## config.mk

```make
export PLATFORM = sky130hd
export DESIGN_NAME = bt_oob_eir_record_parser
export DESIGN_NICKNAME = d
export VERILOG_FILES = /design/src/rtl/core/btoob_pkg.sv /design/src/rtl/core/btoob_parser.sv /design/src/rtl/core/bt_oob_eir_record_parser.sv
export SDC_FILE = /design/constraint.sdc
export NUM_CORES = 1
export LEC_CHECK = 0
export BUFFER_PORTS_ARGS = -buffer_cell sky130_fd_sc_hd__buf_4
export CAP_MARGIN = 0
export CORE_MARGIN = 3
export CORE_UTILIZATION = 41
export DETAILED_ROUTE_END_ITERATION = 6
export PLACE_DENSITY = 0.55
export REMOVE_ABC_BUFFERS = 1
export SLEW_MARGIN = 25
export SYNTH_ARGS = -nofsm -noshare
export SYNTH_HDL_FRONTEND = slang
export SYNTH_HIERARCHICAL = 1
export SYNTH_SLANG_ARGS = --single-unit
```

## constraint.sdc

```tcl
create_clock -name clk_i -period 7.1 [get_ports clk_i]
set_input_delay 1.42 -clock clk_i [delete_from_list [all_inputs] [get_ports clk_i]]
set_output_delay 1.42 -clock clk_i [all_outputs]
set_load 0.03 [all_outputs]
```

## src/rtl/core/btoob_pkg.sv

```systemverilog
// shared types and constants for the out-of-band record parser
`timescale 1ns / 1ps

package btoob_pkg;

  // record layout
  localparam logic [15:0] HEADER_BYTES = 16'd8;
  localparam logic [7:0]  COD_TYPE     = 8'h0d;

  // reset values of the type registers
  localparam logic [7:0] SEARCH_RESET   = 8'h09;
  localparam logic [7:0] FALLBACK_RESET = 8'h08;

  // configuration register indexes
  localparam logic [7:0] CFG_SEARCH_TYPE   = 8'd0;
  localparam logic [7:0] CFG_FALLBACK_TYPE = 8'd1;

  // error codes
  localparam logic [1:0] ERR_OK        = 2'd0;
  localparam logic [1:0] ERR_SHORT     = 2'd1;
  localparam logic [1:0] ERR_MISMATCH  = 2'd2;
  localparam logic [1:0] ERR_TRUNCATED = 2'd3;

  // one parse result
  typedef struct packed {
    logic        payload_valid;
    logic [1:0]  error_code;
    logic [47:0] device_address;
    logic [23:0] class_of_device;
    logic        class_found;
    logic        match_found;
    logic        match_is_primary;
    logic [15:0] match_offset;
    logic [7:0]  match_length;
    logic [15:0] byte_count;
  } result_t;

endpackage

```

## src/rtl/core/btoob_parser.sv

```systemverilog
// per-record parse state and per-byte update
`timescale 1ns / 1ps

module btoob_parser (
  input  logic                 clk_i,
  input  logic                 rst_ni,
  input  logic                 step_i,
  input  logic [7:0]           data_byte_i,
  input  logic                 last_byte_i,
  input  logic [7:0]           search_type_i,
  input  logic [7:0]           fallback_type_i,
  output btoob_pkg::result_t   result_o
);

  logic [15:0] pos_q, pos_d, pos_u;
  logic [15:0] total_q, total_d, total_u;
  logic [15:0] nes_q, nes_d, nes_u;
  logic [15:0] cs_q, cs_d, cs_u;
  logic [7:0]  clen_q, clen_d, clen_u;
  logic        exp_type_q, exp_type_d, exp_type_u;
  logic [47:0] addr_q, addr_d, addr_u;
  logic [23:0] cls_q, cls_d, cls_u;
  logic [1:0]  cls_left_q, cls_left_d, cls_left_u;
  logic        cls_seen_q, cls_seen_d, cls_seen_u;
  logic        pri_seen_q, pri_seen_d, pri_seen_u;
  logic        fb_seen_q, fb_seen_d, fb_seen_u;
  logic [23:0] pri_ol_q, pri_ol_d, pri_ol_u;
  logic [23:0] fb_ol_q, fb_ol_d, fb_ol_u;
  logic        trunc_q, trunc_d, trunc_u;
  logic        ovf_q, ovf_d, ovf_u;

  logic [16:0] nxt_start;
  logic [16:0] type_pos;
  logic [1:0]  cls_idx;
  logic [7:0]  len_m1;
  logic [23:0] ol;
  logic [1:0]  err;
  logic [23:0] sel_ol;

  assign nxt_start = {1'b0, pos_q} + 17'd1 + {9'b0, data_byte_i};
  assign type_pos  = {1'b0, cs_q} + 17'd1;
  assign cls_idx   = pos_q[1:0] - cs_q[1:0] - 2'd2;
  assign len_m1    = clen_q - 8'd1;
  assign ol        = {cs_q, clen_q};

  // byte update
  always_comb begin
    pos_u      = pos_q;
    total_u    = total_q;
    nes_u      = nes_q;
    cs_u       = cs_q;
    clen_u     = clen_q;
    exp_type_u = exp_type_q;
    addr_u     = addr_q;
    cls_u      = cls_q;
    cls_left_u = cls_left_q;
    cls_seen_u = cls_seen_q;
    pri_seen_u = pri_seen_q;
    fb_seen_u  = fb_seen_q;
    pri_ol_u   = pri_ol_q;
    fb_ol_u    = fb_ol_q;
    trunc_u    = trunc_q;
    ovf_u      = ovf_q;

    if (!ovf_q) begin
      if (pos_q == 16'd0) begin
        total_u = {8'b0, data_byte_i};
      end else if (pos_q == 16'd1) begin
        total_u = {data_byte_i, total_q[7:0]};
      end else if (pos_q < btoob_pkg::HEADER_BYTES) begin
        addr_u = addr_q | ({40'b0, data_byte_i} << {pos_q[2:0] - 3'd2, 3'b0});
      end else if (!trunc_q) begin
        if (cls_left_q != 2'd0) begin
          // class of device data bytes
          if (cls_idx != 2'd3) begin
            cls_u = cls_q | ({16'b0, data_byte_i} << {cls_idx, 3'b0});
          end
          cls_left_u = cls_left_q - 2'd1;
        end else if (exp_type_q && ({1'b0, pos_q} == type_pos)) begin
          // entry type byte
          exp_type_u = 1'b0;
          if (data_byte_i == search_type_i && !pri_seen_q) begin
            pri_seen_u = 1'b1;
            pri_ol_u   = ol;
          end
          if (data_byte_i == fallback_type_i && !fb_seen_q) begin
            fb_seen_u = 1'b1;
            fb_ol_u   = ol;
          end
          if (data_byte_i == btoob_pkg::COD_TYPE && !cls_seen_q) begin
            cls_seen_u = 1'b1;
            cls_u      = 24'd0;
            cls_left_u = (len_m1 > 8'd3) ? 2'd3 : len_m1[1:0];
          end
        end else if (pos_q == nes_q) begin
          // entry length byte
          cs_u       = pos_q;
          clen_u     = data_byte_i;
          exp_type_u = (data_byte_i != 8'd0);
          if (nxt_start[16]) begin
            trunc_u = 1'b1;
          end else begin
            nes_u = nxt_start[15:0];
          end
        end
      end
    end

    // saturating byte counter
    if (pos_q == 16'hffff) begin
      ovf_u = 1'b1;
    end else begin
      pos_u = pos_q + 16'd1;
    end
  end

  // record checks and result fields
  always_comb begin
    if (pos_u < btoob_pkg::HEADER_BYTES) begin
      err = btoob_pkg::ERR_SHORT;
    end else if (ovf_u || pos_u != total_u) begin
      err = btoob_pkg::ERR_MISMATCH;
    end else if (trunc_u || nes_u != pos_u) begin
      err = btoob_pkg::ERR_TRUNCATED;
    end else begin
      err = btoob_pkg::ERR_OK;
    end

    sel_ol = pri_seen_u ? pri_ol_u : fb_ol_u;

    result_o            = '0;
    result_o.error_code = err;
    result_o.byte_count = pos_u;
    if (err == btoob_pkg::ERR_OK) begin
      result_o.payload_valid   = 1'b1;
      result_o.device_address  = addr_u;
      result_o.class_of_device = cls_seen_u ? cls_u : 24'd0;
      result_o.class_found     = cls_seen_u;
      if (pri_seen_u || fb_seen_u) begin
        result_o.match_found      = 1'b1;
        result_o.match_is_primary = pri_seen_u;
        result_o.match_offset     = sel_ol[23:8];
        result_o.match_length     = sel_ol[7:0];
      end
    end
  end

  // next state: start over after the last byte
  always_comb begin
    pos_d      = pos_q;
    total_d    = total_q;
    nes_d      = nes_q;
    cs_d       = cs_q;
    clen_d     = clen_q;
    exp_type_d = exp_type_q;
    addr_d     = addr_q;
    cls_d      = cls_q;
    cls_left_d = cls_left_q;
    cls_seen_d = cls_seen_q;
    pri_seen_d = pri_seen_q;
    fb_seen_d  = fb_seen_q;
    pri_ol_d   = pri_ol_q;
    fb_ol_d    = fb_ol_q;
    trunc_d    = trunc_q;
    ovf_d      = ovf_q;
    if (step_i) begin
      if (last_byte_i) begin
        pos_d      = 16'd0;
        total_d    = 16'd0;
        nes_d      = btoob_pkg::HEADER_BYTES;
        cs_d       = 16'd0;
        clen_d     = 8'd0;
        exp_type_d = 1'b0;
        addr_d     = 48'd0;
        cls_d      = 24'd0;
        cls_left_d = 2'd0;
        cls_seen_d = 1'b0;
        pri_seen_d = 1'b0;
        fb_seen_d  = 1'b0;
        pri_ol_d   = 24'd0;
        fb_ol_d    = 24'd0;
        trunc_d    = 1'b0;
        ovf_d      = 1'b0;
      end else begin
        pos_d      = pos_u;
        total_d    = total_u;
        nes_d      = nes_u;
        cs_d       = cs_u;
        clen_d     = clen_u;
        exp_type_d = exp_type_u;
        addr_d     = addr_u;
        cls_d      = cls_u;
        cls_left_d = cls_left_u;
        cls_seen_d = cls_seen_u;
        pri_seen_d = pri_seen_u;
        fb_seen_d  = fb_seen_u;
        pri_ol_d   = pri_ol_u;
        fb_ol_d    = fb_ol_u;
        trunc_d    = trunc_u;
        ovf_d      = ovf_u;
      end
    end
  end

  // state registers
  always_ff @(posedge clk_i or negedge rst_ni) begin
    if (!rst_ni) begin
      pos_q      <= 16'd0;
      total_q    <= 16'd0;
      nes_q      <= btoob_pkg::HEADER_BYTES;
      cs_q       <= 16'd0;
      clen_q     <= 8'd0;
      exp_type_q <= 1'b0;
      addr_q     <= 48'd0;
      cls_q      <= 24'd0;
      cls_left_q <= 2'd0;
      cls_seen_q <= 1'b0;
      pri_seen_q <= 1'b0;
      fb_seen_q  <= 1'b0;
      pri_ol_q   <= 24'd0;
      fb_ol_q    <= 24'd0;
      trunc_q    <= 1'b0;
      ovf_q      <= 1'b0;
    end else begin
      pos_q      <= pos_d;
      total_q    <= total_d;
      nes_q      <= nes_d;
      cs_q       <= cs_d;
      clen_q     <= clen_d;
      exp_type_q <= exp_type_d;
      addr_q     <= addr_d;
      cls_q      <= cls_d;
      cls_left_q <= cls_left_d;
      cls_seen_q <= cls_seen_d;
      pri_seen_q <= pri_seen_d;
      fb_seen_q  <= fb_seen_d;
      pri_ol_q   <= pri_ol_d;
      fb_ol_q    <= fb_ol_d;
      trunc_q    <= trunc_d;
      ovf_q      <= ovf_d;
    end
  end

endmodule

```

## src/rtl/core/bt_oob_eir_record_parser.sv

```systemverilog
// top level of the out-of-band record parser
//
//   channel | direction | handshake               | payload
//   --------+-----------+-------------------------+----------------------------------
//   in      | input     | in_valid_i / in_ready_o | data_byte_i, last_byte_i
//   out     | output    | out_valid_o/out_ready_i | payload_valid_o ... byte_count_o
//   cfg     | input     | cfg_valid_i/cfg_ready_o | cfg_index_i, cfg_data_i
//
// one byte word per cycle sustained while no last word waits for the result slot; a word
// first goes into the input register, then the parse state updates in a single pass and
// the last word of a record loads the result register, which drives the outputs.
// reset clears the parse state and sets the type registers to 9 and 8.
// a stalled result holds back only a last word and the words behind it; other words keep flowing.
`timescale 1ns / 1ps

module bt_oob_eir_record_parser (
  input  logic        clk_i,
  input  logic        rst_ni,
  input  logic        in_valid_i,
  output logic        in_ready_o,
  input  logic [7:0]  data_byte_i,
  input  logic        last_byte_i,
  output logic        out_valid_o,
  input  logic        out_ready_i,
  output logic        payload_valid_o,
  output logic [1:0]  error_code_o,
  output logic [47:0] device_address_o,
  output logic [23:0] class_of_device_o,
  output logic        class_found_o,
  output logic        match_found_o,
  output logic        match_is_primary_o,
  output logic [15:0] match_offset_o,
  output logic [7:0]  match_length_o,
  output logic [15:0] byte_count_o,
  input  logic        cfg_valid_i,
  output logic        cfg_ready_o,
  input  logic [7:0]  cfg_index_i,
  input  logic [7:0]  cfg_data_i
);

  logic       in_vld_q, in_vld_d;
  logic [7:0] in_byte_q;
  logic       in_last_q;
  logic       step;
  logic       out_free;
  logic       out_vld_q, out_vld_d;
  logic [7:0] search_q, fallback_q;

  btoob_pkg::result_t res;
  btoob_pkg::result_t res_q;

  // configuration registers
  assign cfg_ready_o = 1'b1;

  always_ff @(posedge clk_i or negedge rst_ni) begin
    if (!rst_ni) begin
      search_q   <= btoob_pkg::SEARCH_RESET;
      fallback_q <= btoob_pkg::FALLBACK_RESET;
    end else if (cfg_valid_i) begin
      case (cfg_index_i)
        btoob_pkg::CFG_SEARCH_TYPE:   search_q   <= cfg_data_i;
        btoob_pkg::CFG_FALLBACK_TYPE: fallback_q <= cfg_data_i;
        default: ;
      endcase
    end
  end

  // input register; a last word waits for a free result slot
  assign out_free   = !out_vld_q || out_ready_i;
  assign step       = in_vld_q && (!in_last_q || out_free);
  assign in_ready_o = !in_vld_q || step;

  always_comb begin
    in_vld_d = in_vld_q;
    if (in_ready_o) begin
      in_vld_d = in_valid_i;
    end
  end

  always_ff @(posedge clk_i or negedge rst_ni) begin
    if (!rst_ni) begin
      in_vld_q <= 1'b0;
    end else begin
      in_vld_q <= in_vld_d;
    end
  end

  always_ff @(posedge clk_i) begin
    if (in_ready_o && in_valid_i) begin
      in_byte_q <= data_byte_i;
      in_last_q <= last_byte_i;
    end
  end

  // parse state
  btoob_parser u_parser (
    .clk_i           (clk_i),
    .rst_ni          (rst_ni),
    .step_i          (step),
    .data_byte_i     (in_byte_q),
    .last_byte_i     (in_last_q),
    .search_type_i   (search_q),
    .fallback_type_i (fallback_q),
    .result_o        (res)
  );

  // result register
  always_comb begin
    out_vld_d = out_vld_q;
    if (out_ready_i) begin
      out_vld_d = 1'b0;
    end
    if (step && in_last_q) begin
      out_vld_d = 1'b1;
    end
  end

  always_ff @(posedge clk_i or negedge rst_ni) begin
    if (!rst_ni) begin
      out_vld_q <= 1'b0;
    end else begin
      out_vld_q <= out_vld_d;
    end
  end

  always_ff @(posedge clk_i) begin
    if (step && in_last_q) begin
      res_q <= res;
    end
  end

  assign out_valid_o        = out_vld_q;
  assign payload_valid_o    = res_q.payload_valid;
  assign error_code_o       = res_q.error_code;
  assign device_address_o   = res_q.device_address;
  assign class_of_device_o  = res_q.class_of_device;
  assign class_found_o      = res_q.class_found;
  assign match_found_o      = res_q.match_found;
  assign match_is_primary_o = res_q.match_is_primary;
  assign match_offset_o     = res_q.match_offset;
  assign match_length_o     = res_q.match_length;
  assign byte_count_o       = res_q.byte_count;

endmodule
```

Yosys cells after proc, flatten, opt, wreduce, memory -nomap -nowiden
Cells that the tools add are included.
- bits in registers: 345
- input port bits: 30
- output and inout bits: 121
- logic and storage cells: 235
- add/sub/neg operators: 9
- magnitude comparators: 3
- equal/unequal tests: 18
- shift-type cells: 2
- muxes and demuxes: 133
- bitwise logic cells: 2
- reductions and logical operators: 36
- operators with widths (kind ; number):
    $mux W24 ; 29
    $mux W16 ; 25
    $mux W48 ; 5
    $mux W8 ; 9
    $mux W1 ; 51
    $or A48 B48 Y48 ; 1
    $shl A8 B6 Y48 ; 1
    $add A16 B1 Y17 const B ; 2
    $lt A16 B4 Y1 const B ; 2
    $ne A16 B16 Y1 ; 2
    $mux W2 ; 13
    $mux W26 ; 1
    $or A24 B24 Y24 ; 1
    $shl A8 B5 Y24 ; 1
    $add A17 B8 Y17 ; 1
    $eq A16 B17 Y1 ; 1
    $add A16 B1 Y16 const B ; 1
    $eq A16 B1 Y1 const B ; 1
    $eq A16 B16 Y1 ; 1
    $eq A16 B16 Y1 const B ; 1
    $eq A8 B8 Y1 ; 2
    $logic_not A16 Y1 ; 1
    $ne A2 B2 Y1 const B ; 8
    $reduce_and A8 Y1 ; 2
    other kinds (18) ; 41

Depth between registers and ports, before layout
- depth after elaboration: 18
- depth in mapped cells: 20
- mapped depth without buffers: 15

Modules after synthesis
The synthesis kept the hierarchy.
- modules (own cells, without submodules) (module ; times used ; cells each ; area an instance (µm²) ; sequential area each (µm²)):
    btoob_parser ; 1 ; 1404 ; 12197.9 ; 5006.1
    bt_oob_eir_record_parser ; 1 ; 177 ; 4583.1 ; 4267.8

Least setup slack after synthesis
No wires, ideal clock.
- kind: input to register
- start: input out_ready_i
- end: register res_q (netlist bit byte_count_o[0]) (enable)
- library setup time: 0.597 ns
- arrival time: 6.401 ns
- setup slack: 0.103 ns
- cell stages on the path: 2
- path through: nor2b_1 nor2_1
- longest elaborated chain between the ends: 4
- RTL lines (what ; RTL line ; text):
    start, declared ; bt_oob_eir_record_parser.sv:24 ; input logic out_ready_i,
    $logic_or A1 B1 Y1 ; bt_oob_eir_record_parser.sv:69 ; assign out_free = !out_vld_q || out_ready_i;
    $logic_or A1 B1 Y1 ; bt_oob_eir_record_parser.sv:70 ; assign step = in_vld_q && (!in_last_q || out_free);
    $logic_and A1 B1 Y1 ; bt_oob_eir_record_parser.sv:70 ;
    $logic_and A1 B1 Y1 ; bt_oob_eir_record_parser.sv:127 ; if (step && in_last_q) begin
    end signal, assigned ; bt_oob_eir_record_parser.sv:128 ; res_q <= res;
    end, declared ; bt_oob_eir_record_parser.sv:50 ; btoob_pkg::result_t res_q;
No other way between the ends.
A chain may end at the register's enable or synchronous reset.

Worst setup path after layout
- start: register u_parser.pos_q[0]
- end: register res_q (netlist bit class_of_device_o[11]), data pin
- longest elaborated chain between the ends: 18
- elaborated cells on any way between the ends: 63
- classes of those cells: add/sub (5); order compare (2); eq/ne (7); shift (1); mux (41); bitwise (1); reduce/logical (6)
- RTL lines (what ; RTL line ; text):
    start, declared ; btoob_parser.sv:15 ; logic [15:0] pos_q, pos_d, pos_u;
    start signal, assigned ; btoob_parser.sv:225 ; pos_q <= pos_d;
    $add A16 B1 Y17 ; btoob_parser.sv:40 ; assign nxt_start = {1'b0, pos_q} + 17'd1 + {9'b0, data_byte_i};
    $add A17 B8 Y17 ; btoob_parser.sv:40 ;
    $mux W16 ; btoob_parser.sv:100 ; if (nxt_start[16]) begin
    $mux W16 ; btoob_parser.sv:95 ; end else if (pos_q == nes_q) begin
    $mux W16 ; btoob_parser.sv:79 ; end else if (exp_type_q && ({1'b0, pos_q} == type_pos)) begin
    $mux W16 ; btoob_parser.sv:73 ; if (cls_left_q != 2'd0) begin
    $mux W16 ; btoob_parser.sv:72 ; end else if (!trunc_q) begin
    $mux W16 ; btoob_parser.sv:70 ; end else if (pos_q < btoob_pkg::HEADER_BYTES) begin
    [... 2 more ...] ; -- ;
    $mux W16 ; btoob_parser.sv:65 ; if (!ovf_q) begin
    $ne A16 B16 Y1 ; btoob_parser.sv:123 ; end else if (trunc_u || nes_u != pos_u) begin
    $logic_or A1 B1 Y1 ; btoob_parser.sv:123 ;
    $mux W2 ; btoob_parser.sv:123 ;
    $mux W2 ; btoob_parser.sv:121 ; end else if (ovf_u || pos_u != total_u) begin
    $mux W2 ; btoob_parser.sv:119 ; if (pos_u < btoob_pkg::HEADER_BYTES) begin
    $logic_not A2 Y1 ; btoob_parser.sv:134 ; if (err == btoob_pkg::ERR_OK) begin
    $reduce_and A2 Y1 (no line) ; -- ;
Parallel ways exist; a longest one is shown, timed or not.

==> summary.md <==
| Metric | Value |
|---|---|
| Status | `finished clean` |
| Register area | `9270 um^2` |
| Clk pwr share | `0.412` |
| CP top delay family | `simple AND/OR/NAND/NOR gates` |
| Hold Buf Count CTS | `0` |
| Slew at the pin closest to its max-slew limit | `0.963 ns` |
| Die Height | `208 um` |
| Cell mode on critical path | `inv_1` |
| Combinational power share | `0.128` |
| Synth-to-Final Area Change | `16.6%` |
| Final hold vios | `0` |
| Area share of the largest cell type after synthesis | `0.319` |
| Final Max Tran Viols | `0` |
| Post-route ant nets | `0` |
| Reg2reg setup slack | `1.21 ns` |
| Port-buffer cells | `~150` |
| Pwr/cell area | `between 200 and 250 nW/um^2` |
| Routed len/inst | `20.7 um` |
| CTS H-tree depth | `2` |
| Final setup viols | `0` |
| GR Layer Usage met3 | `0.0363` |
| Mean Syn Cell Area | `10.6 um^2` |
| Fmax | `170 MHz` |
| Crit. Startpoint | `u_parser/pos_q[0]$_DFFE_PN0P_` |
| Clk buf depth | `3` |
| Gr busiest metal | `met2` |
| Ranking of synthesized cells by area | `dfrtp_1, edfxtp_1, nor2_1` |
| M2 GR Usage | `0.327` |
| Critical-path cell list | `inv_1 -> ha_1 -> inv_1 -> fa_1 -> a21o_1 -> a2111oi_0 -> o31a_1 -> nor3_1 -> nor3_2 -> and2_1 -> a21boi_0 -> o211ai_1 -> nor4_2 -> nand4_1 -> buf_4 -> nor3b_1` |
| Postcts setup bufs | `0` |
| RSZ-0062 raised after global routing | `no` |
| Tmin final | `slightly below 6 ns` |
| Largest net degree at the start of global routing | `132` |
| Placer Congestion | `about 0.9` |
| Hpwl dp | `approximately 30000 um` |
| CP max stage cell | `and2_1` |
| Fin nets | `approximately 1700` |
| XOR/XNOR Fraction of Synth Area | `0.0579` |
| Max Cap Violations | `0` |
| First-pass GRT wire length | `71900 um` |
| Flops & latches, synth | `345` |
| Switching pwr | `1.31 mW` |
| Vias per std cell | `5.52` |
| CP Launch Type | `flip-flop` |
| Leak Pwr | `8.23 nW` |
| Tot GR Track Use | `0.210` |
| Die Wd | `208 um` |
| RR Endpoint | `class_of_device_o[11]$_DFFE_PP_` |
| CP endpoint kind | `flip-flop` |
| Int Pwr | `3.56 mW` |
| Ys flop type | `dfrtp_1` |
| Simple-gate share of the synthesized area | `0.145` |
| Multi-input logic area | `between 6000 and 7000 um^2` |
| Netlist Area Pre-Place | `16800 um^2` |
| Synth Instances | `1581` |
| Crit path to | `class_of_device_o[11]$_DFFE_PP_` |
| Diodes inserted | `0` |
| CTS clock-pin slew for the worst setup and hold paths | `0.06 ns` |
| Clock Skew | `0.0213 ns` |
| IO Count | `151` |
| Core ar. | `40100 um^2` |
| Critical path class | `reg -> reg` |
| Initial antenna violation count | `0` |
| CTS Root Buffer Type | `clkbuf_16` |
| Gates resized, CTS repair | `0` |
| Sw frac | `0.269` |
| Final global-route overflow total | `0` |
| Crit share post-route | `0.829` |
| Multiplexer share of the synthesized area | `0.0400` |
| Post-route DRC | `0` |
| Worst r2r src | `u_parser/pos_q[0]$_DFFE_PN0P_` |
| Post-synth EDFFs | `approximately 130` |
| Worst Path Buf+Inv | `3` |
| Peak supply drop | `160 uV` |
| Routed WL | `approximately 46000 um` |
| Distinct cells, synth | `74` |
| Worst Path Arrival | `6.27 ns` |
| Number of iterations in the first detailed-routing pass | `5` |
| Final hold slack | `between 0.4 and 0.5 ns` |
| Synth area leader | `dfrtp_1` |
| Sequential share of power | `0.460` |
| TritonCTS clock tree | `yes` |
| DR iter-0 viols | `around 900` |
| Layout cell share with drive strength beyond 1 | `0.165` |
| Later-pin clock latency in the skew report | `0.57 ns` |
| Compound-cell area share of the yosys netlist | `0.145` |
| DR vias | `12300` |
| Row Count | `73` |
| Min-delay worst type | `reg -> reg` |
| Worst EP required | `7.48 ns` |
| Synth async-reset ratio | `0.632` |
| Die Area | `~43000 um^2` |
| Rel. slew slack | `0.358` |
| Crit. path cell count | `16` |
| Total Power | `~4.9 mW` |
| Yosys synthesis warning count | `6` |
| Adder-Cell Fraction of Synth Area | `0.0146` |
| Crit path max fanout | `75` |
| Effective utilization at floorplan | `0.419` |
| Vias in the first global route | `11800` |
| Register area share after synthesis | `0.553` |
| Layout fillers | `3724` |
| Largest family of logic cells by synthesized area | `compound AO/OA/AOI/OAI gates` |
| CTS Buf Count | `39` |
| Slowest Stage Delay on Critical Path | `0.67 ns` |
| Met1 Resource Use GR | `0.307` |
| R2R depth | `16` |
| # clock sinks | `345` |
-- sequential cells by signal, summed over array words and instances (netlist names), 16 cells and up --
name,flops
u_parser/cls_q,24
u_parser/fb_ol_q,24
byte_count_o,16
u_parser/addr_q,48
class_of_device_o,24
u_parser/pri_ol_q,24
match_offset_o,16
u_parser/total_q,16
u_parser/pos_q,16
u_parser/nes_q,16
device_address_o,48
u_parser/cs_q,16
-- synth_stat cells (27+ instances only) --
cell type  instances
dfrtp_1          214
xnor2_1           75
xor2_1            34
edfxtp_1         127
a31oi_1           38
nor2_1           178
mux2i_1           45
nor3_1            27
a22o_1            72
a21oi_1          127
inv_1             39
nand2_1           95
o21ai_0           62
clkbuf_1          96
nor2b_1           30
-- layer usage --
layer	vias up	routed length, um
li1	5811	-
met5	-	0
met2	303	21500
met4	0	792
met3	45	2250
met1	6156	21500
-- through the flow --
stage / cells / util / setup slack (ns) / cell area [um^2] / TNS [ns]
final: 2229 / 0.488 / 1.21 / 19600 / 0
after global routing: 2229 / 0.488 / 0.749 / 19600 / 0
after CTS: 2229 / 0.488 / 1.29 / 19600 / 0
after detailed placement: 2157 / 0.456 / 1.32 / 18300 / 0
after global placement: 2157 / 0.456 / 1.55 / 18300 / 0
after floorplan: 1448 / - / -1.57 / 16200 / -51.68
-- tightest hold or removal path, stage by stage, from the launching register on --
cell and delay [ns]:
dfrtp_1 0.34, a31oi_1 0.04, nor2_1 0.07
-- how the worst min path moves through the flow --
stage          slack, ns  depth (start not counted)                               to                             from
2_1_floorplan       0.46                          2  u_parser/addr_q[10]$_DFFE_PN0P_  u_parser/addr_q[10]$_DFFE_PN0P_
3_3_place_gp        0.48                          2  u_parser/addr_q[17]$_DFFE_PN0P_  u_parser/addr_q[17]$_DFFE_PN0P_
3_5_place_dp        0.48                          2    u_parser/cls_q[8]$_DFFE_PN0P_    u_parser/cls_q[8]$_DFFE_PN0P_
4_1_cts             0.50                          2  u_parser/addr_q[47]$_DFFE_PN0P_  u_parser/addr_q[47]$_DFFE_PN0P_
5_1_grt             0.50                          2    u_parser/cls_q[8]$_DFFE_PN0P_    u_parser/cls_q[8]$_DFFE_PN0P_
6_report            0.49                          2  u_parser/addr_q[20]$_DFFE_PN0P_  u_parser/addr_q[20]$_DFFE_PN0P_
-- cells in the final DEF (no fill, tap or decap), drive strengths merged, types with 21 or more instances in the layout --
master | Yosys | final
nor4 | 26 | 26
a22o | 72 | 72
inv | 40 | 42
nand2 | 95 | 95
buf | 37 | 183
clkbuf | 96 | 59
nor3 | 29 | 29
a21oi | 127 | 127
mux2i | 45 | 45
o31ai | 21 | 21
nor3b | 25 | 25
xnor2 | 76 | 76
dfrtp | 214 | 214
a31oi | 38 | 38
nor2b | 30 | 30
xor2 | 34 | 34
o21ai | 66 | 66
nor2 | 178 | 178
edfxtp | 127 | 127
-- area by class of cell --
class                   instances  share of cell area
flip-flops and latches        345               0.474
clock buffers                  58              0.0556
clock inverters                14             0.00850
inverters                      41             0.00787
well taps                     525              0.0336
multi-input cells            1062               0.348
repair buffers                184              0.0722
-- power by group through the flow --
stage               logic, mW  clock network (mW)  registers, mW
floorplan               0.321                   0           2.34
global placement        0.623                   0           2.28
detailed placement      0.624                   0           2.28
CTS                     0.627                2.06           2.24
global route            0.682                2.15           2.25
finish                  0.624                2.00           2.24
-- cell families after synthesis --
kind of cell | Yosys count
fa+ha+maj | 19
xor+xnor | 110
mux | 62
other cells | 1
simple gates | 488
flops | 345
buf+inv | 174
compound gates | 382
No activity file was read; power rests on OpenSTA's default activity.
